## src/hw/rtl/bsfr_pkg.sv

```systemverilog
package bsfr_pkg;

  // Config register file: eight byte-wide registers at word addresses.
  localparam int unsigned CFG_NREG = 8;
  localparam int unsigned CFG_IW   = $clog2(CFG_NREG);
  localparam int unsigned CFG_AW   = CFG_IW + 2;
  localparam int unsigned CFG_DW   = 32;

  localparam logic [CFG_IW-1:0] REG_FLAG     = 3'd0;
  localparam logic [CFG_IW-1:0] REG_ADDR     = 3'd1;
  localparam logic [CFG_IW-1:0] REG_INFO0    = 3'd2;
  localparam logic [CFG_IW-1:0] REG_INFO1    = 3'd3;
  localparam logic [CFG_IW-1:0] REG_DISC     = 3'd4;
  localparam logic [CFG_IW-1:0] REG_ESC      = 3'd5;
  localparam logic [CFG_IW-1:0] REG_ESC_FLAG = 3'd6;
  localparam logic [CFG_IW-1:0] REG_ESC_ESC  = 3'd7;

  localparam logic [7:0] FLAG_RST     = 8'd126;
  localparam logic [7:0] ADDR_RST     = 8'd3;
  localparam logic [7:0] INFO0_RST    = 8'd0;
  localparam logic [7:0] INFO1_RST    = 8'd64;
  localparam logic [7:0] DISC_RST     = 8'd11;
  localparam logic [7:0] ESC_RST      = 8'd125;
  localparam logic [7:0] ESC_FLAG_RST = 8'd94;
  localparam logic [7:0] ESC_ESC_RST  = 8'd93;

  // result_kind codes
  localparam logic [2:0] RK_PAYLOAD = 3'd0;
  localparam logic [2:0] RK_ACCEPT  = 3'd1;
  localparam logic [2:0] RK_REJECT  = 3'd2;
  localparam logic [2:0] RK_DUP     = 3'd3;
  localparam logic [2:0] RK_DISC    = 3'd4;

  // reply_kind codes
  localparam logic [1:0] RP_NONE = 2'd0;
  localparam logic [1:0] RP_RR   = 2'd1;
  localparam logic [1:0] RP_REJ  = 2'd2;

  typedef struct packed {
    logic [7:0] flag;
    logic [7:0] addr;
    logic [7:0] info0;
    logic [7:0] info1;
    logic [7:0] disc;
    logic [7:0] esc;
    logic [7:0] flag_code;
    logic [7:0] esc_esc;
  } cfg_t;

  typedef struct packed {
    logic [2:0] result_kind;
    logic [7:0] payload_byte;
    logic [1:0] reply_kind;
    logic       reply_seq;
    logic       frame_seq;
  } res_t;

  // Output queue status toward the top level.
  typedef struct packed {
    logic valid;
    logic full;
  } oq_stat_t;

endpackage

```

## src/hw/rtl/bsfr_in_if.sv

```systemverilog
interface bsfr_in_if;
  logic       valid;
  logic       ready;
  logic [7:0] rx_byte;

  modport source (output valid, output rx_byte, input ready);
  modport sink   (input valid, input rx_byte, output ready);
endinterface

```

## src/hw/rtl/bsfr_out_if.sv

```systemverilog
interface bsfr_out_if;
  logic       valid;
  logic       ready;
  logic [2:0] result_kind;
  logic [7:0] payload_byte;
  logic [1:0] reply_kind;
  logic       reply_seq;
  logic       frame_seq;

  modport source (output valid, output result_kind, output payload_byte,
                  output reply_kind, output reply_seq, output frame_seq,
                  input ready);
  modport sink   (input valid, input result_kind, input payload_byte,
                  input reply_kind, input reply_seq, input frame_seq,
                  output ready);
endinterface

```

## src/hw/rtl/bsfr_cfg_regs.sv

```systemverilog
module bsfr_cfg_regs import bsfr_pkg::*; (
  input  logic              clk,
  input  logic              rst_n,
  input  logic              psel,
  input  logic              penable,
  input  logic              pwrite,
  input  logic [CFG_AW-1:0] paddr,
  input  logic [CFG_DW-1:0] pwdata,
  output logic [CFG_DW-1:0] prdata,
  output cfg_t              cfg
);

  cfg_t              cfg_r;
  logic              wr_en;
  logic [CFG_IW-1:0] idx;
  logic [7:0]        rd_byte;

  assign wr_en = psel && penable && pwrite;
  assign idx   = paddr[CFG_AW-1:2];

  always_ff @(posedge clk) begin
    if (!rst_n) begin
      cfg_r <= '{flag: FLAG_RST, addr: ADDR_RST, info0: INFO0_RST,
                 info1: INFO1_RST, disc: DISC_RST, esc: ESC_RST,
                 flag_code: ESC_FLAG_RST, esc_esc: ESC_ESC_RST};
    end else if (wr_en) begin
      case (idx)
        REG_FLAG:     cfg_r.flag      <= pwdata[7:0];
        REG_ADDR:     cfg_r.addr      <= pwdata[7:0];
        REG_INFO0:    cfg_r.info0     <= pwdata[7:0];
        REG_INFO1:    cfg_r.info1     <= pwdata[7:0];
        REG_DISC:     cfg_r.disc      <= pwdata[7:0];
        REG_ESC:      cfg_r.esc       <= pwdata[7:0];
        REG_ESC_FLAG: cfg_r.flag_code <= pwdata[7:0];
        REG_ESC_ESC:  cfg_r.esc_esc   <= pwdata[7:0];
        default:      cfg_r           <= cfg_r;
      endcase
    end
  end

  always_comb begin
    case (idx)
      REG_FLAG:     rd_byte = cfg_r.flag;
      REG_ADDR:     rd_byte = cfg_r.addr;
      REG_INFO0:    rd_byte = cfg_r.info0;
      REG_INFO1:    rd_byte = cfg_r.info1;
      REG_DISC:     rd_byte = cfg_r.disc;
      REG_ESC:      rd_byte = cfg_r.esc;
      REG_ESC_FLAG: rd_byte = cfg_r.flag_code;
      REG_ESC_ESC:  rd_byte = cfg_r.esc_esc;
      default:      rd_byte = '0;
    endcase
  end

  assign prdata = {{(CFG_DW-8){1'b0}}, rd_byte};
  assign cfg    = cfg_r;

endmodule

```

## src/hw/rtl/bsfr_parser.sv

```systemverilog
module bsfr_parser import bsfr_pkg::*; (
  input  logic       clk,
  input  logic       rst_n,
  input  cfg_t       cfg,
  input  logic       acc,      // byte transfer this cycle
  input  logic [7:0] rx_byte,
  output logic       res_vld,
  output res_t       res
);

  typedef enum logic [6:0] {
    PH_HUNT      = 7'b0000001,
    PH_ADDR      = 7'b0000010,
    PH_CTRL      = 7'b0000100,
    PH_HCHK_INFO = 7'b0001000,
    PH_HCHK_DISC = 7'b0010000,
    PH_DATA      = 7'b0100000,
    PH_DISC_END  = 7'b1000000
  } phase_t;

  phase_t     phase_r, phase_nxt;
  logic       exp_seq_r, exp_seq_nxt;
  logic       cur_seq_r, cur_seq_nxt;
  logic [7:0] ctrl_r, ctrl_nxt;
  logic       esc_pend_r, esc_pend_nxt;
  logic [7:0] held_r, held_nxt;
  logic       held_vld_r, held_vld_nxt;
  logic [7:0] xor_r, xor_nxt;
  logic       esc_err_r, esc_err_nxt;
  logic       seen_r, seen_nxt;

  logic [7:0] d;
  logic       d_vld;
  logic       good;

  assign good = !esc_err_r && !esc_pend_r && held_vld_r && seen_r && (xor_r == held_r);

  always_comb begin
    phase_nxt    = phase_r;
    exp_seq_nxt  = exp_seq_r;
    cur_seq_nxt  = cur_seq_r;
    ctrl_nxt     = ctrl_r;
    esc_pend_nxt = esc_pend_r;
    held_nxt     = held_r;
    held_vld_nxt = held_vld_r;
    xor_nxt      = xor_r;
    esc_err_nxt  = esc_err_r;
    seen_nxt     = seen_r;
    d            = rx_byte;
    d_vld        = 1'b0;
    res_vld      = 1'b0;
    res          = '0;

    case (phase_r)
      PH_ADDR: begin
        if (rx_byte == cfg.addr) phase_nxt = PH_CTRL;
        else if (rx_byte != cfg.flag) phase_nxt = PH_HUNT;
      end
      PH_CTRL: begin
        if (rx_byte == cfg.info0) begin
          cur_seq_nxt = 1'b0;
          ctrl_nxt    = rx_byte;
          phase_nxt   = PH_HCHK_INFO;
        end else if (rx_byte == cfg.info1) begin
          cur_seq_nxt = 1'b1;
          ctrl_nxt    = rx_byte;
          phase_nxt   = PH_HCHK_INFO;
        end else if (rx_byte == cfg.disc) begin
          ctrl_nxt  = rx_byte;
          phase_nxt = PH_HCHK_DISC;
        end else if (rx_byte == cfg.flag) begin
          phase_nxt = PH_ADDR;
        end else begin
          phase_nxt = PH_HUNT;
        end
      end
      PH_HCHK_INFO: begin
        if (rx_byte == (cfg.addr ^ ctrl_r)) begin
          phase_nxt    = PH_DATA;
          esc_pend_nxt = 1'b0;
          held_vld_nxt = 1'b0;
          held_nxt     = '0;
          xor_nxt      = '0;
          esc_err_nxt  = 1'b0;
          seen_nxt     = 1'b0;
        end else if (rx_byte == cfg.flag) begin
          phase_nxt = PH_ADDR;
        end else begin
          phase_nxt = PH_HUNT;
        end
      end
      PH_HCHK_DISC: begin
        if (rx_byte == (cfg.addr ^ ctrl_r)) phase_nxt = PH_DISC_END;
        else if (rx_byte == cfg.flag) phase_nxt = PH_ADDR;
        else phase_nxt = PH_HUNT;
      end
      PH_DISC_END: begin
        if (rx_byte == cfg.flag) begin
          phase_nxt       = PH_ADDR;
          res_vld         = 1'b1;
          res.result_kind = RK_DISC;
        end else begin
          phase_nxt = PH_HUNT;
        end
      end
      PH_DATA: begin
        if (rx_byte == cfg.flag) begin
          // closing flag: verdict, flag doubles as next opening flag
          phase_nxt     = PH_ADDR;
          res_vld       = 1'b1;
          res.reply_seq = ~cur_seq_r;
          res.frame_seq = cur_seq_r;
          if (!good) begin
            res.result_kind = RK_REJECT;
            res.reply_kind  = RP_REJ;
          end else if (cur_seq_r == exp_seq_r) begin
            exp_seq_nxt     = ~exp_seq_r;
            res.result_kind = RK_ACCEPT;
            res.reply_kind  = RP_RR;
          end else begin
            res.result_kind = RK_DUP;
            res.reply_kind  = RP_RR;
          end
        end else if (!esc_err_r) begin
          if (esc_pend_r) begin
            esc_pend_nxt = 1'b0;
            if (rx_byte == cfg.flag_code) begin
              d     = cfg.flag;
              d_vld = 1'b1;
            end else if (rx_byte == cfg.esc_esc) begin
              d     = cfg.esc;
              d_vld = 1'b1;
            end else begin
              esc_err_nxt = 1'b1;
            end
          end else if (rx_byte == cfg.esc) begin
            esc_pend_nxt = 1'b1;
          end else begin
            d_vld = 1'b1;
          end
          // one-byte hold-back: the last byte is the check byte
          if (d_vld) begin
            held_nxt     = d;
            held_vld_nxt = 1'b1;
            if (held_vld_r) begin
              xor_nxt          = xor_r ^ held_r;
              seen_nxt         = 1'b1;
              res_vld          = 1'b1;
              res.result_kind  = RK_PAYLOAD;
              res.payload_byte = held_r;
            end
          end
        end
      end
      default: begin
        if (rx_byte == cfg.flag) phase_nxt = PH_ADDR;
        else phase_nxt = PH_HUNT;
      end
    endcase
  end

  always_ff @(posedge clk) begin
    if (!rst_n) begin
      phase_r    <= PH_HUNT;
      exp_seq_r  <= 1'b0;
      cur_seq_r  <= 1'b0;
      ctrl_r     <= '0;
      esc_pend_r <= 1'b0;
      held_r     <= '0;
      held_vld_r <= 1'b0;
      xor_r      <= '0;
      esc_err_r  <= 1'b0;
      seen_r     <= 1'b0;
    end else if (acc) begin
      phase_r    <= phase_nxt;
      exp_seq_r  <= exp_seq_nxt;
      cur_seq_r  <= cur_seq_nxt;
      ctrl_r     <= ctrl_nxt;
      esc_pend_r <= esc_pend_nxt;
      held_r     <= held_nxt;
      held_vld_r <= held_vld_nxt;
      xor_r      <= xor_nxt;
      esc_err_r  <= esc_err_nxt;
      seen_r     <= seen_nxt;
    end
  end

endmodule

```

## src/hw/rtl/bsfr_out_queue.sv

```systemverilog
module bsfr_out_queue import bsfr_pkg::*; (
  input  logic     clk,
  input  logic     rst_n,
  input  logic     push,
  input  res_t     push_data,
  input  logic     pop_rdy,
  output oq_stat_t stat,
  output res_t     head
);

  // Two-entry result queue; keeps input ready independent of out.ready.
  res_t       ent_r [2];
  logic       wr_ptr_r, rd_ptr_r;
  logic [1:0] cnt_r;
  logic       pop;

  assign stat.valid = (cnt_r != 2'd0);
  assign stat.full  = (cnt_r == 2'd2);
  assign pop        = stat.valid && pop_rdy;
  assign head       = ent_r[rd_ptr_r];

  always_ff @(posedge clk) begin
    if (push) ent_r[wr_ptr_r] <= push_data;
  end

  always_ff @(posedge clk) begin
    if (!rst_n) begin
      wr_ptr_r <= 1'b0;
      rd_ptr_r <= 1'b0;
      cnt_r    <= 2'd0;
    end else begin
      if (push) wr_ptr_r <= ~wr_ptr_r;
      if (pop) rd_ptr_r <= ~rd_ptr_r;
      case ({push, pop})
        2'b10:   cnt_r <= cnt_r + 2'd1;
        2'b01:   cnt_r <= cnt_r - 2'd1;
        default: cnt_r <= cnt_r;
      endcase
    end
  end

endmodule

```

## src/hw/rtl/byte_stuffed_frame_receiver.sv

```systemverilog
// Byte-stuffed stop-and-wait frame receiver.
// in_ch  : one received line byte per transfer (valid/ready).
// out_ch : zero or one result per byte: a destuffed payload byte, or a
//          frame verdict (accept / reject / duplicate, each with the RR
//          or REJ reply to send and its sequence bit, or disconnect).
// APB    : eight byte registers at 4*i (flag, address, three control
//          codes, escape and the two escaped codes); write only while idle.
// Each result is registered in the output queue on its byte's transfer.
// Payload bytes trail the line by one destuffed byte, since the last byte
// of a frame is its XOR check and is never forwarded.
// Throughput: one byte per cycle unless the queue is full; the parser
// state updates on each transfer, verdict logic is a single compare level.
// Results go to a two-entry queue, so in_ch stays ready while one result
// waits; in_ch.ready drops only with two results waiting on out_ch.
// Reset (synchronous, rst_n low): registers take their defaults, the
// parser hunts for a flag, expected sequence is 0 and the queue empties.
module byte_stuffed_frame_receiver import bsfr_pkg::*; (
  input  logic              clk,
  input  logic              rst_n,
  bsfr_in_if.sink           in_ch,
  bsfr_out_if.source        out_ch,
  input  logic              psel,
  input  logic              penable,
  input  logic              pwrite,
  input  logic [CFG_AW-1:0] paddr,
  input  logic [CFG_DW-1:0] pwdata,
  output logic [CFG_DW-1:0] prdata,
  output logic              pready
);

  cfg_t     cfg;
  logic     acc;
  logic     res_vld;
  res_t     res;
  res_t     head;
  oq_stat_t oq_stat;

  assign pready = 1'b1;

  bsfr_cfg_regs u_cfg (
    .clk     (clk),
    .rst_n   (rst_n),
    .psel    (psel),
    .penable (penable),
    .pwrite  (pwrite),
    .paddr   (paddr),
    .pwdata  (pwdata),
    .prdata  (prdata),
    .cfg     (cfg)
  );

  // byte transfer: queue has a free slot
  assign in_ch.ready = !oq_stat.full;
  assign acc         = in_ch.valid && in_ch.ready;

  bsfr_parser u_parser (
    .clk     (clk),
    .rst_n   (rst_n),
    .cfg     (cfg),
    .acc     (acc),
    .rx_byte (in_ch.rx_byte),
    .res_vld (res_vld),
    .res     (res)
  );

  bsfr_out_queue u_oq (
    .clk       (clk),
    .rst_n     (rst_n),
    .push      (acc && res_vld),
    .push_data (res),
    .pop_rdy   (out_ch.ready),
    .stat      (oq_stat),
    .head      (head)
  );

  assign out_ch.valid        = oq_stat.valid;
  assign out_ch.result_kind  = head.result_kind;
  assign out_ch.payload_byte = head.payload_byte;
  assign out_ch.reply_kind   = head.reply_kind;
  assign out_ch.reply_seq    = head.reply_seq;
  assign out_ch.frame_seq    = head.frame_seq;

  // Queue empty right after reset.
  a_rst_empty: assert property (@(posedge clk) $past(!rst_n) |-> !out_ch.valid)
    else $error("result pending right after reset");

  // Input stalls only while results wait on the output.
  a_stall_cause: assert property (@(posedge clk) disable iff (!rst_n)
    !in_ch.ready |-> out_ch.valid)
    else $error("input stalled with empty result queue");

  // Payload bytes and disconnects carry no reply and no frame sequence.
  a_payload_no_reply: assert property (@(posedge clk) disable iff (!rst_n)
    out_ch.valid && (out_ch.result_kind == RK_PAYLOAD || out_ch.result_kind == RK_DISC)
    |-> out_ch.reply_kind == RP_NONE && !out_ch.frame_seq && !out_ch.reply_seq)
    else $error("reply fields set on payload or disconnect");

  // A reply always acknowledges the other sequence.
  a_reply_seq: assert property (@(posedge clk) disable iff (!rst_n)
    out_ch.valid && out_ch.reply_kind != RP_NONE
    |-> out_ch.reply_seq != out_ch.frame_seq)
    else $error("reply sequence not inverse of frame sequence");

endmodule

```

## src/flat_wrapper.sv

```systemverilog
// flat-port wrapper written by rule: the top's interface ports become plain ports
module byte_stuffed_frame_receiver_flat import bsfr_pkg::*;
  (clk, rst_n, psel, penable, pwrite, paddr, pwdata, prdata, pready, in_ch_valid, in_ch_rx_byte, in_ch_ready, out_ch_valid, out_ch_result_kind, out_ch_payload_byte, out_ch_reply_kind, out_ch_reply_seq, out_ch_frame_seq, out_ch_ready);
  bsfr_in_if in_ch_i ();
  bsfr_out_if out_ch_i ();
  input  logic clk;
  input  logic rst_n;
  input  logic psel;
  input  logic penable;
  input  logic pwrite;
  input  logic [CFG_AW-1:0] paddr;
  input  logic [CFG_DW-1:0] pwdata;
  output logic [CFG_DW-1:0] prdata;
  output logic pready;
  input wire logic [$bits(in_ch_i.valid)-1:0] in_ch_valid;
  input wire logic [$bits(in_ch_i.rx_byte)-1:0] in_ch_rx_byte;
  output wire logic [$bits(in_ch_i.ready)-1:0] in_ch_ready;
  output wire logic [$bits(out_ch_i.valid)-1:0] out_ch_valid;
  output wire logic [$bits(out_ch_i.result_kind)-1:0] out_ch_result_kind;
  output wire logic [$bits(out_ch_i.payload_byte)-1:0] out_ch_payload_byte;
  output wire logic [$bits(out_ch_i.reply_kind)-1:0] out_ch_reply_kind;
  output wire logic [$bits(out_ch_i.reply_seq)-1:0] out_ch_reply_seq;
  output wire logic [$bits(out_ch_i.frame_seq)-1:0] out_ch_frame_seq;
  input wire logic [$bits(out_ch_i.ready)-1:0] out_ch_ready;
  assign in_ch_i.valid = in_ch_valid;
  assign in_ch_i.rx_byte = in_ch_rx_byte;
  assign in_ch_ready = in_ch_i.ready;
  assign out_ch_valid = out_ch_i.valid;
  assign out_ch_result_kind = out_ch_i.result_kind;
  assign out_ch_payload_byte = out_ch_i.payload_byte;
  assign out_ch_reply_kind = out_ch_i.reply_kind;
  assign out_ch_reply_seq = out_ch_i.reply_seq;
  assign out_ch_frame_seq = out_ch_i.frame_seq;
  assign out_ch_i.ready = out_ch_ready;
  byte_stuffed_frame_receiver u_core (.clk(clk), .rst_n(rst_n), .in_ch(in_ch_i), .out_ch(out_ch_i), .psel(psel), .penable(penable), .pwrite(pwrite), .paddr(paddr), .pwdata(pwdata), .prdata(prdata), .pready(pready));
endmodule
```

## config.mk

```make
export PLATFORM = sky130hd
export DESIGN_NAME = byte_stuffed_frame_receiver_flat
export DESIGN_NICKNAME = d
export VERILOG_FILES = /design/src/hw/rtl/bsfr_pkg.sv /design/src/hw/rtl/bsfr_in_if.sv /design/src/hw/rtl/bsfr_out_if.sv /design/src/hw/rtl/bsfr_cfg_regs.sv /design/src/hw/rtl/bsfr_parser.sv /design/src/hw/rtl/bsfr_out_queue.sv /design/src/hw/rtl/byte_stuffed_frame_receiver.sv /design/src/flat_wrapper.sv
export SDC_FILE = /design/constraint.sdc
export NUM_CORES = 1
export LEC_CHECK = 0
export BUFFER_PORTS_ARGS = -buffer_cell sky130_fd_sc_hd__buf_2
export CAP_MARGIN = 20
export CORE_MARGIN = 2
export CORE_UTILIZATION = 55
export CTS_BUF_LIST = sky130_fd_sc_hd__clkbuf_8
export DETAILED_ROUTE_END_ITERATION = 8
export PLACE_DENSITY_LB_ADDON = 0.3
export SKIP_LAST_GASP = 1
export SLEW_MARGIN = 20
export SYNTH_ARGS = -nofsm -noshare
export SYNTH_HDL_FRONTEND = slang
export SYNTH_HIERARCHICAL = 1
export SYNTH_SLANG_ARGS = --single-unit
```

## constraint.sdc

```tcl
create_clock -name clk -period 3.63 [get_ports clk]
set_input_delay 0.1815 -clock clk [delete_from_list [all_inputs] [get_ports clk]]
set_output_delay 0.1815 -clock clk [all_outputs]
set_load 0.02 [all_outputs]
```

* Word level (Yosys, flattened, before mapping)
Memory sizes are Yosys's and may differ from the RTL's. A register that Yosys moved wholly into a read port is not among the register bits.
Index checks and enable logic that the tools add are counted.
** Word-level totals
- Register bits :: 105
- Latch bits :: 0
- RAM bits :: 30
- Bits in read-only memories :: 0
- Bits of input ports :: 52
- Output and inout bits :: 50
- Logic and storage cells :: 179
- Memories :: 1
** Memories
- u_core.u_oq.ent_r :: words 2, bits a word 15, read ports 1, clocked after Yosys merged registers in 1, wr ports 1, line bsfr_out_queue.sv:12 : res_t ent_r [2];
** Cells by class
- $add $sub $neg :: 2
- Multipliers :: 0
- Divide/modulo/power cells :: 0
- $lt $le $gt $ge :: 0
- Equality and inequality tests :: 35
- Shift-type cells :: 0
- Multiplexer cells :: 80
- Bitwise gates (word level) :: 6
- Reductions and logical operators :: 34
** Operator list (number)
- 2-to-1 mux 8 bit :: 18
- equality test 8 bit :: 10
- one-hot mux 8 bit (8 select lines) :: 1
- 2-to-1 mux 1 bit :: 35
- one-hot mux 7 bit (5 select lines) :: 1
- one-hot mux 8 bit (2 select lines) :: 2
- 2-to-1 mux 7 bit :: 4
- AND reduction 2 bit :: 8
- XOR 8 bit :: 2
- 2-to-1 mux 5 bit :: 3
- equality test 3 bit, second input constant :: 4
- 2-to-1 mux 12 bit :: 1
- inequality test 2 bit, second input constant :: 6
- 2-to-1 mux 2 bit :: 5
- one-hot mux 1 bit (2 select lines) :: 5
- AND reduction 5 bit :: 2
- logical AND 1 bit :: 9
- AND reduction 3 bit :: 3
- inequality test 8 bit :: 1
- nonzero test 2 bit :: 4
- equality test 7 x 2 -> 1 bit, second input constant :: 1
- equality test 7 x 3 -> 1 bit, second input constant :: 1
- equality test 7 x 4 -> 1 bit, second input constant :: 1
- equality test 7 x 5 -> 1 bit, second input constant :: 1
- other kinds (22) :: 29

* Logic depth before layout (Yosys ltp)
Gate-level depths: netlist of run 1.
- Depth after elaboration :: 14
- Depth in mapped cells :: 13
- Gate-level depth less buffers :: 12

* Cells and area by module
The synthesis of run 1 kept the hierarchy.
** Modules (own cells, without submodules)
- bsfr_cfg_regs :: times used 1, cells an instance 409, area an instance 3268.1 um^2, seq. area each 1281.2 um^2
- bsfr_parser :: times used 1, cells an instance 364, area an instance 3253.1 um^2, seq. area each 740.7 um^2
- bsfr_out_queue :: times used 1, cells an instance 70, area an instance 1306.3 um^2, seq. area each 1001.0 um^2
- byte_stuffed_frame_receiver :: times used 1, cells an instance 5, area an instance 30.0 um^2, seq. area each 0.0 um^2

* Least setup slack after synthesis of run 1
Ideal clock, no wire load.
- Kind :: register to register
- From :: register u_core.u_cfg.cfg_r (netlist bit u_core/u_cfg/cfg[3])
- To :: memory u_core/u_oq/ent_r[0][0] (netlist name), enable pin
- Library setup time :: 0.388 ns
- Arrival time :: 2.303 ns
- Data required time :: 3.242 ns
- Path slack :: 0.939 ns
- Cell stages (with the launch flop) :: 10
- Path buffers :: 0
- Clock period less this slack :: 2.691 ns
- Cells stage by stage :: dfxtp_1 > xor2_1 > nor4_1 > and2_4 > o311ai_4 > o21ai_0 > a21o_1 > and3b_1 > inv_1 > nor2_1
** Between the ends
- Cells in the longest elaborated chain, start to end :: 14
** RTL lines
- start, declared :: line bsfr_cfg_regs.sv:13 : cfg_t cfg_r;
- start signal, assigned :: line bsfr_cfg_regs.sv:23 : cfg_r <= '{flag: FLAG_RST, addr: ADDR_RST, info0: INFO0_RST,
- start signal, assigned :: line bsfr_cfg_regs.sv:36 : default: cfg_r <= cfg_r;
- equality test 8 bit :: line bsfr_parser.sv:130 : end else if (rx_byte == cfg.esc_esc) begin
- 2-to-1 mux 1 bit :: line bsfr_parser.sv:130
- 2-to-1 mux 1 bit :: line bsfr_parser.sv:127 : if (rx_byte == cfg.flag_code) begin
- 2-to-1 mux 1 bit :: line bsfr_parser.sv:125 : if (esc_pend_r) begin
- 2-to-1 mux 1 bit :: line bsfr_parser.sv:124 : end else if (!esc_err_r) begin
- 2-to-1 mux 1 bit :: line bsfr_parser.sv:107 : if (rx_byte == cfg.flag) begin
- 2-to-1 mux 1 bit :: line bsfr_parser.sv:54 : case (phase_r)
- 2-to-1 mux 1 bit :: line bsfr_parser.sv:142 : if (d_vld) begin
- 2-to-1 mux 1 bit :: line bsfr_parser.sv:124
- 2-to-1 mux 1 bit :: line bsfr_parser.sv:107
- one-hot mux 1 bit (2 select lines) :: line bsfr_parser.sv:54
- named net u_core.res_vld :: line byte_stuffed_frame_receiver.sv:33 : logic res_vld;
- logical AND 1 bit :: line byte_stuffed_frame_receiver.sv:69 : .push (acc && res_vld),
- 2-to-1 mux 1 bit :: line bsfr_out_queue.sv:23 : if (push) ent_r[wr_ptr_r] <= push_data;
- 2-to-1 mux 1 bit (implied by the code) :: line bsfr_out_queue.sv:23
- end, declared :: line bsfr_out_queue.sv:12
The timed path passes the listed nets, and every way through them passes these cells. The select of a mux whose other input is x is not followed.

* Worst setup path after layout of run 1
- From :: register u_core.u_cfg.cfg_r (netlist bit u_core/u_cfg/cfg[3])
- To :: register u_core.u_oq.cnt_r[1]
** Between the ends
- Cells in the longest elaborated chain, start to end :: 14
- Elaborated cells between the ends (all ways) :: 16
- Classes of those cells :: eq/ne (3); mux (11); reduce/logical (2)
** RTL lines
- equality test 8 bit * :: line bsfr_parser.sv:130
- 2-to-1 mux 1 bit * :: line bsfr_parser.sv:130
- 2-to-1 mux 1 bit * :: line bsfr_parser.sv:127
- 2-to-1 mux 1 bit * :: line bsfr_parser.sv:125
- 2-to-1 mux 1 bit * :: line bsfr_parser.sv:124
- 2-to-1 mux 1 bit * :: line bsfr_parser.sv:107
- 2-to-1 mux 1 bit * :: line bsfr_parser.sv:54
- 2-to-1 mux 1 bit * :: line bsfr_parser.sv:142
- 2-to-1 mux 1 bit * :: line bsfr_parser.sv:124
- 2-to-1 mux 1 bit * :: line bsfr_parser.sv:107
- one-hot mux 1 bit (2 select lines) * :: line bsfr_parser.sv:54
- named net u_core.res_vld :: line byte_stuffed_frame_receiver.sv:33
- logical AND 1 bit * :: line byte_stuffed_frame_receiver.sv:69
- equality test 2 x 1 -> 1 bit or equality test 2 bit (tied branches) :: line bsfr_out_queue.sv:34 : case ({push, pop})
- one-hot mux 2 bit (2 select lines) or nonzero test 2 bit (tied branches)
- end signal, assigned :: line bsfr_out_queue.sv:35 : 2'b10: cnt_r <= cnt_r + 2'd1;
- end signal, assigned :: line bsfr_out_queue.sv:36 : 2'b01: cnt_r <= cnt_r - 2'd1;
- end signal, assigned :: line bsfr_out_queue.sv:37 : default: cnt_r <= cnt_r;
- end, declared :: line bsfr_out_queue.sv:14 : logic [1:0] cnt_r;
Mark *: on every way through the listed nets, which the timed path passes. The rest lies on a longest branch. The select of a mux whose other input is x is not followed.
A chain may end at the register's enable or synchronous reset.

==> results of run 1 <==
worst max path at each step:
stage                         endpoint  cells past startpoint
3_3_place_gp      u_core/u_oq/cnt_r[1]                     12
6_report          u_core/u_oq/cnt_r[1]                     11
2_1_floorplan  u_core/u_oq/ent_r[0][0]                      9
3_5_place_dp      u_core/u_oq/cnt_r[1]                     12
4_1_cts           u_core/u_oq/cnt_r[1]                     11
5_1_grt           u_core/u_oq/cnt_r[1]                     11
worst min-delay path, delay by kind of cell:
kind            cells  cell delay, ps
simple gates        1              80
compound gates      1              50
buf+inv             1             180
per-layer routing:
metal	global-route usage [%]	share of wire (%)
met4	10.51	2.8
met5	0	0
met1	34.98	45
met2	40.87	46
met3	4.843	5.8
where the power goes:
part	switching [mW]	internal, mW
combinational	0.193	0.0961
clock	0.628	0.612
sequential	0.00916	1.54
total	0.830	2.25
area by class of cell:
type	count	area (sq um)	area share, %
Multi-Input combinational cell	615	4280	51.11
Sequential cell	136	3023	36.09
Timing Repair Buffer	63	347.8	4.153
Clock buffer	17	234.0	2.794
Tap cell	180	225.2	2.689
Clock inverter	15	152.6	1.823
Inverter	30	112.6	1.344
registers in the layout, indices dropped and copies added (netlist names), 2 cells and up, named ones only:
name and count:
u_core/u_parser/held_r 8, u_core/u_oq/ent_r 30, u_core/u_parser/xor_r 8, u_core/u_oq/cnt_r 2, u_core/u_cfg/cfg 64, u_core/u_parser/phase_r 7, u_core/u_parser/ctrl_r 8
kinds of logic (layout without fill, tap and decap cells):
group                    count (synthesis)  count (layout)  share of synthesized area [%]
AND/OR/NAND/NOR                        284             284                          19.65
adder cells (fa/ha/maj)                  1               1                         0.1592
other                                    2              25                        0.09558
flip-flops                             136             136                          38.47
buffers and inverters                  120             125                          8.153
AO/OA/AOI/OAI                          172             172                          16.19
multiplexers                            50              50                          6.624
XOR/XNOR                                83              83                          10.65
layout by cell type (no fill, tap or decap), types with 3 or more instances in the layout:
master      instances
a21boi_0           29
a21boi_1            5
a21oi_1             5
a221o_1             8
a221oi_1           11
a22o_1              6
and2_1              6
buf_2              50
buf_4              13
clkbuf_8           17
clkinvlp_4          3
conb_1             25
dfxtp_1           106
edfxtp_1           30
inv_1              32
inv_6               4
mux2_2             16
mux2i_1            34
nand2_1            84
nand2b_1           19
nand3_1            48
nand4_1            12
nand4b_1            3
nor2_1             25
nor2b_1            33
nor3_1              3
nor4_1             18
nor4_2              4
o211ai_1            9
o211ai_2            8
o21ai_0            56
o22ai_1             9
or2_2               3
or3_1               9
xnor2_1            27
xnor3_1             8
xor2_1             48
per-stage QoR:
stage | instance area [sq um] | hold slack (ps) | util, % | power [mW]
3_3_place_gp | 7989 | 478.6 | 57.33 | 1.870
6_report | 8376 | 84.44 | 60.11 | 3.082
5_1_grt | 8376 | 81.31 | 60.11 | 3.190
2_1_floorplan | 7944 | 299.0 | - | 1.818
4_1_cts | 8376 | 53.97 | 60.11 | 3.098
3_5_place_dp | 7989 | 489.7 | 57.33 | 1.872
==> metrics.md, run 1 <==
| Metric | Value |
|---|---|
| CORE AREA | `13930 sq um` |
| Worst Path Buf+Inv | `1` |
| Clock Tree Root | `clkbuf_8` |
| Cells after Synth | `848` |
| Setup TNS | `0 ps` |
| Share of layout cells above drive strength 1 | `15.87%` |
| Worst path cell trace | `xor2_1 > nor4_1 > and2_4 > o311ai_4 > o21ai_0 > a21o_1 > and3b_1 > inv_1 > ha_1 > or3_1 > a21boi_1` |
| Pre-CTS WS | `582.4 ps` |
| CP Data Arrival Time | `3460 ps` |
| Longest Clk Path Bufs | `2` |
| Die ar. | `15260 sq um` |
| Asr flop ratio synth | `0%` |
| Clock Pin Slew Worst Setup and Hold Paths | `80 ps` |
| Clock sinks | `136` |
| Largest net degree at the start of global routing | `81` |
| Io pins | `102` |
| Worst EP required | `4010 ps` |
| IO buf count | `50` |
| R2R depth | `11` |
| Skew-Pair Late Insertion Delay | `450 ps` |
| Fmax | `324.2 MHz` |
| Drt total wl | `19010 microns` |
| Distinct cells, synth | `70` |
| # rows | `43` |
| Rel. slew slack | `48.93%` |
| Critical Path Source | `u_core/u_cfg/cfg[3]` |
| Worst Hold End | `u_core/u_cfg/cfg[39]` |
| Pwr Density | `368.0 nW/um^2` |
| Pleak | `2.904 nW` |
| Hold Crit Depth | `3` |
| Diodes inserted | `0` |
| Via count | `6225` |
| Post-route DRC violation count | `0` |
| Syn_area_per_cell | `9.266 sq um` |
| Most numerous cell in the Yosys netlist | `dfxtp_1` |
| Max Cap Viol | `0` |
| Gp weighted congestion | `0.9804` |
| Peak VDD IR | `185.3 uV` |
| Initial antenna violation count | `0` |
| Worst min path class | `input pin to flip-flop` |
| Die width | `123.5 microns` |
| Yosys top cell by area | `dfxtp_1` |
| CTS H-tree lvls | `4` |
| Seq cells post-synth | `136` |
| Area growth syn-to-layout | `6.592%` |
| First-pass GRT wire length | `29850 microns` |
| RSZ-0062 raised after global routing | `no` |
| DP Cell Count | `1024` |
| Final setup viols | `0` |
| Crit Path Category | `flip-flop to flip-flop` |
| Worst path slowest cell | `nor4_1` |
| GRT Util Overall | `25.90%` |
| Hold_sp | `pwdata[7]` |
| Status | `finished clean` |
| Fillers | `1273` |
| CTS tree | `yes` |
| Worst-Margin Slew | `766.1 ps` |
| Reg-to-Reg End | `u_core/u_oq/cnt_r[1]` |
| Worst setup margin | `545.5 ps` |
| Yosys warnings | `6` |
| Vias per Instance | `5.895` |
| Crit-path max FO | `18` |
| Main synth FF type | `dfxtp_1` |
| Total setup buffers inserted after CTS | `0` |
| Worst setup SP type | `flip-flop` |
| CTS Buf Count | `17` |
| Starting DRC count in detailed routing | `527` |
| Synth top area share | `27.01%` |
| Vias in the first global route | `5662` |
| Tcrit/Tclk final | `84.97%` |
| WL per Instance | `18.01 microns` |
| Nets | `916` |
| TritonRoute pass-1 iters | `5` |
| CTS resizes | `0` |
| Sequential share of the synthesized area | `38.47%` |
| Period minus WS final | `3084 ps` |
| Non-filler cells, final | `1056` |
| Synth area leaders | `dfxtp_1, edfxtp_1, xor2_1` |
| Final hold vios | `0` |
| CP delay by family, top | `simple AND/OR/NAND/NOR gates` |
| CTS Hold Buffers Added | `0` |
| Post-synth EDFFs | `30` |
| CP Capture Type | `flip-flop` |
| Max Slew Vio Count | `0` |
| Crit Reg-Reg Startpoint | `u_core/u_cfg/cfg[3]` |
| Slowest stage delay, CP | `480 ps` |
| Clock skew | `13.70 ps` |
| Reg-to-reg setup timing slack | `550 ps` |
| Final antenna-violating net count | `0` |
| List of most frequent post-synthesis cells | `dfxtp_1, nand2_1, o21ai_0, nand3_1, xor2_1` |
| Mapped Area | `7858 sq um` |
| Die height | `123.5 microns` |
| Total grt overflow | `0` |
| Initial Utilization | `56.39%` |
| Post-DP HPWL | `13280 microns` |
Power figures use the tool's default switching activity.
==> inputs of run 2 (changes only) <==
- clock period: 3.63 -> 3.2 ns (I/O delays scaled with it)
==> run 2 against run 1 <==
Against the previous run:
- count of clock-buffer cells in the layout did not move
- cell area rose by 0.57%
- flip-flop and latch count did not move
- total power rose by 15%
- combinational power rose by 16%
- clock power rose by 18%
- largest power group unchanged
==> metrics.md, run 2 (synthesis gave the netlist of run 1 again) <==
| Metric | Value |
|---|---|
| R2R depth | `11 (unchanged)` |
| GR Util met1 | `35.49% (+0.51 points)` |
| Peak VDD IR | `292.7 uV (+58%)` |
| CTS Hold Buffers Added | `0 (unchanged)` |
| Worst min path class | `input pin to flip-flop` |
| Final antenna-violating net count | `0 (unchanged)` |
| Setup TNS | `0 ps (unchanged)` |
| Total setup buffers inserted after CTS | `0 (unchanged)` |
| Pleak | `2.876 nW (-0.96%)` |
| Diodes inserted | `0 (unchanged)` |
| CP Data Arrival Time | `3170 ps (-290 ps)` |
| Max Slew Vio Count | `0 (unchanged)` |
| IO buf count | `50 (unchanged)` |
| Initial Utilization | `56.39% (unchanged)` |
| Final hold vios | `0 (unchanged)` |
| Commonest cells after routing, fill and taps aside | `dfxtp_1, nand2_1, o21ai_0` |
| Starting DRC count in detailed routing | `621 (+18%)` |
| First-pass GRT wire length | `30820 microns (+3.2%)` |
| Total grt overflow | `0 (unchanged)` |
| Max reg flops | `64 (unchanged)` |
| CORE AREA | `13930 sq um (unchanged)` |
| Met2 Track Usage GR | `41.72% (+0.86 points)` |
| Post-DP HPWL | `13450 microns (+1.3%)` |
| Area growth syn-to-layout | `7.197%` |
| Clock Pin Slew Worst Setup and Hold Paths | `90 ps (about the same)` |
| Fmax | `357.8 MHz (+10%)` |
| Reg-to-Reg End | `u_core/u_oq/cnt_r[1]` |
| Vias per Instance | `5.915 (+0.34%)` |
| Initial antenna violation count | `0 (unchanged)` |
| Clock skew | `16.52 ps (+2.824 ps)` |
| Drt total wl | `19480 microns (+2.5%)` |
| Tot Pwr | `3.553 mW (+15%)` |
| Skew-Pair Late Insertion Delay | `460 ps (about the same)` |
| Pwr Density | `421.8 nW/um^2 (+15%)` |
| Clock sinks | `136 (unchanged)` |
| CTS H-tree lvls | `4 (unchanged)` |
| Crit Path Category | `flip-flop to flip-flop` |
| Reg-to-reg setup timing slack | `410 ps (-140 ps)` |
| GRT Util Overall | `26.50% (+0.60 points)` |
| Post-route DRC violation count | `0 (unchanged)` |
| Worst EP required | `3580 ps (-430 ps)` |
| Worst Path Buf+Inv | `1 (unchanged)` |
| Met3 global-route usage | `4.797% (-0.046 points)` |
| Worst-Margin Slew | `710.8 ps (-55.27 ps)` |
| Vias in the first global route | `5743 (+1.4%)` |
| Max Cap Viol | `0 (unchanged)` |
| Crit-path max FO | `3 (-15)` |
| Worst Hold End | `u_core/u_cfg/cfg[8]` |
| Final setup viols | `0 (unchanged)` |
| Layer with the highest usage | `met2` |
| # rows | `43 (unchanged)` |
| Hold Crit Depth | `3 (unchanged)` |
| Largest net degree at the start of global routing | `59 (-27%)` |
| Status | `finished clean` |
| Period minus WS final | `2795 ps (-289.6 ps)` |
| CTS tree | `yes` |
| Via count | `6276 (+0.82%)` |
| Worst setup SP type | `flip-flop` |
| Hold_sp | `pwdata[0]` |
| CTS resizes | `0 (unchanged)` |
| Slowest stage delay, CP | `430 ps (-50 ps)` |
| Tcrit/Tclk final | `87.34% (+2.4 points)` |
| Most common cell after layout, fill and taps aside | `dfxtp_1` |
| Die height | `123.5 microns (unchanged)` |
| Crit Reg-Reg Startpoint | `u_core/u_cfg/cfg[1]` |
| Die ar. | `15260 sq um (unchanged)` |
| Gp weighted congestion | `0.9092 (-7.3%)` |
| Longest Clk Path Bufs | `2 (unchanged)` |
| Rel. slew slack | `52.17% (+3.2 points)` |
| Clock Tree Root | `clkbuf_8` |
| CP delay by family, top | `simple AND/OR/NAND/NOR gates` |
| Worst path slowest cell | `nor4_1` |
| Die width | `123.5 microns (unchanged)` |
| TritonRoute pass-1 iters | `6 (+1)` |
| Worst path cell trace | `xor2_1 > nor4_1 > and2_4 > o311ai_4 > o21ai_0 > a21o_1 > and3b_1 > inv_1 > ha_1 > or3_1 > a21boi_1` |
| WL per Instance | `18.36 microns (+2.0%)` |
| RSZ-0062 raised after global routing | `no` |
| Share of layout cells above drive strength 1 | `16.46% (+0.59 points)` |
| Io pins | `102 (unchanged)` |
| Nets | `921 (+0.55%)` |
| CTS Buf Count | `17 (unchanged)` |
| CP Capture Type | `flip-flop` |
run 2: cell count changes in the layout (fill, tap and decap cells not counted), sizes merged:
cell / change
buf: +5
inv: +3
clkinv: -2
clkinvlp: -1
run 2: worst min-delay path, delay by kind of cell:
family,cells,cell delay (ps)
buf+inv,1,180
compound gates,1,60
simple gates,1,80
run 2: power by group:
group | internal, mW | switching, mW | leakage (nW)
Combinational | 0.111 | 0.224 | 1.59
Sequential | 1.75 | 0.0103 | 1.09
Clock | 0.708 | 0.748 | 0.200
run 2: final cells by class:
type	instances	area, sq um
clock inverters	15	162.7
multi-input cells	615	4280
inverters	30	112.6
flip-flops and latches	136	3023
clock buffers	17	234.0
fillers	1261	5512
repair buffers	68	385.4
well taps	180	225.2
run 2: through the flow:
stage          setup WS, ps  util, %  hold slack [ps]  instances  instance area [sq um]
2_1_floorplan         509.4        -            277.5        871                   7944
3_3_place_gp          420.2    57.60            482.7       1029                   8026
3_5_place_dp          417.0    57.60            490.5       1029                   8026
4_1_cts               417.3    60.45            49.27       1061                   8423
5_1_grt               245.4    60.45            63.63       1061                   8423
6_report              405.2    60.45            70.10       1061                   8423
run 2: metal layers:
| layer | part of all wire [%] | vias to the layer above | wire, microns |
|---|---|---|---|
| met5 | 0 | - | 0 |
| met4 | 2.7 | 0 | 524 |
| met3 | 6.6 | 43 | 1280 |
| met2 | 46 | 264 | 8992 |
| met1 | 45 | 2975 | 8686 |
| li1 | - | 2994 | - |
run 2: worst max path at each step:
stage	cells past startpoint	endpoint	slack (ps)	startpoint
4_1_cts	11	u_core/u_oq/cnt_r[1]	420	u_core/u_cfg/cfg[19]
2_1_floorplan	9	u_core/u_oq/ent_r[0][0]	510	u_core/u_cfg/cfg[3]
6_report	11	u_core/u_oq/cnt_r[1]	410	u_core/u_cfg/cfg[1]
3_3_place_gp	12	u_core/u_oq/cnt_r[1]	420	in_ch_rx_byte[3]
5_1_grt	11	u_core/u_oq/cnt_r[1]	250	u_core/u_cfg/cfg[19]
3_5_place_dp	12	u_core/u_oq/cnt_r[1]	420	in_ch_rx_byte[3]
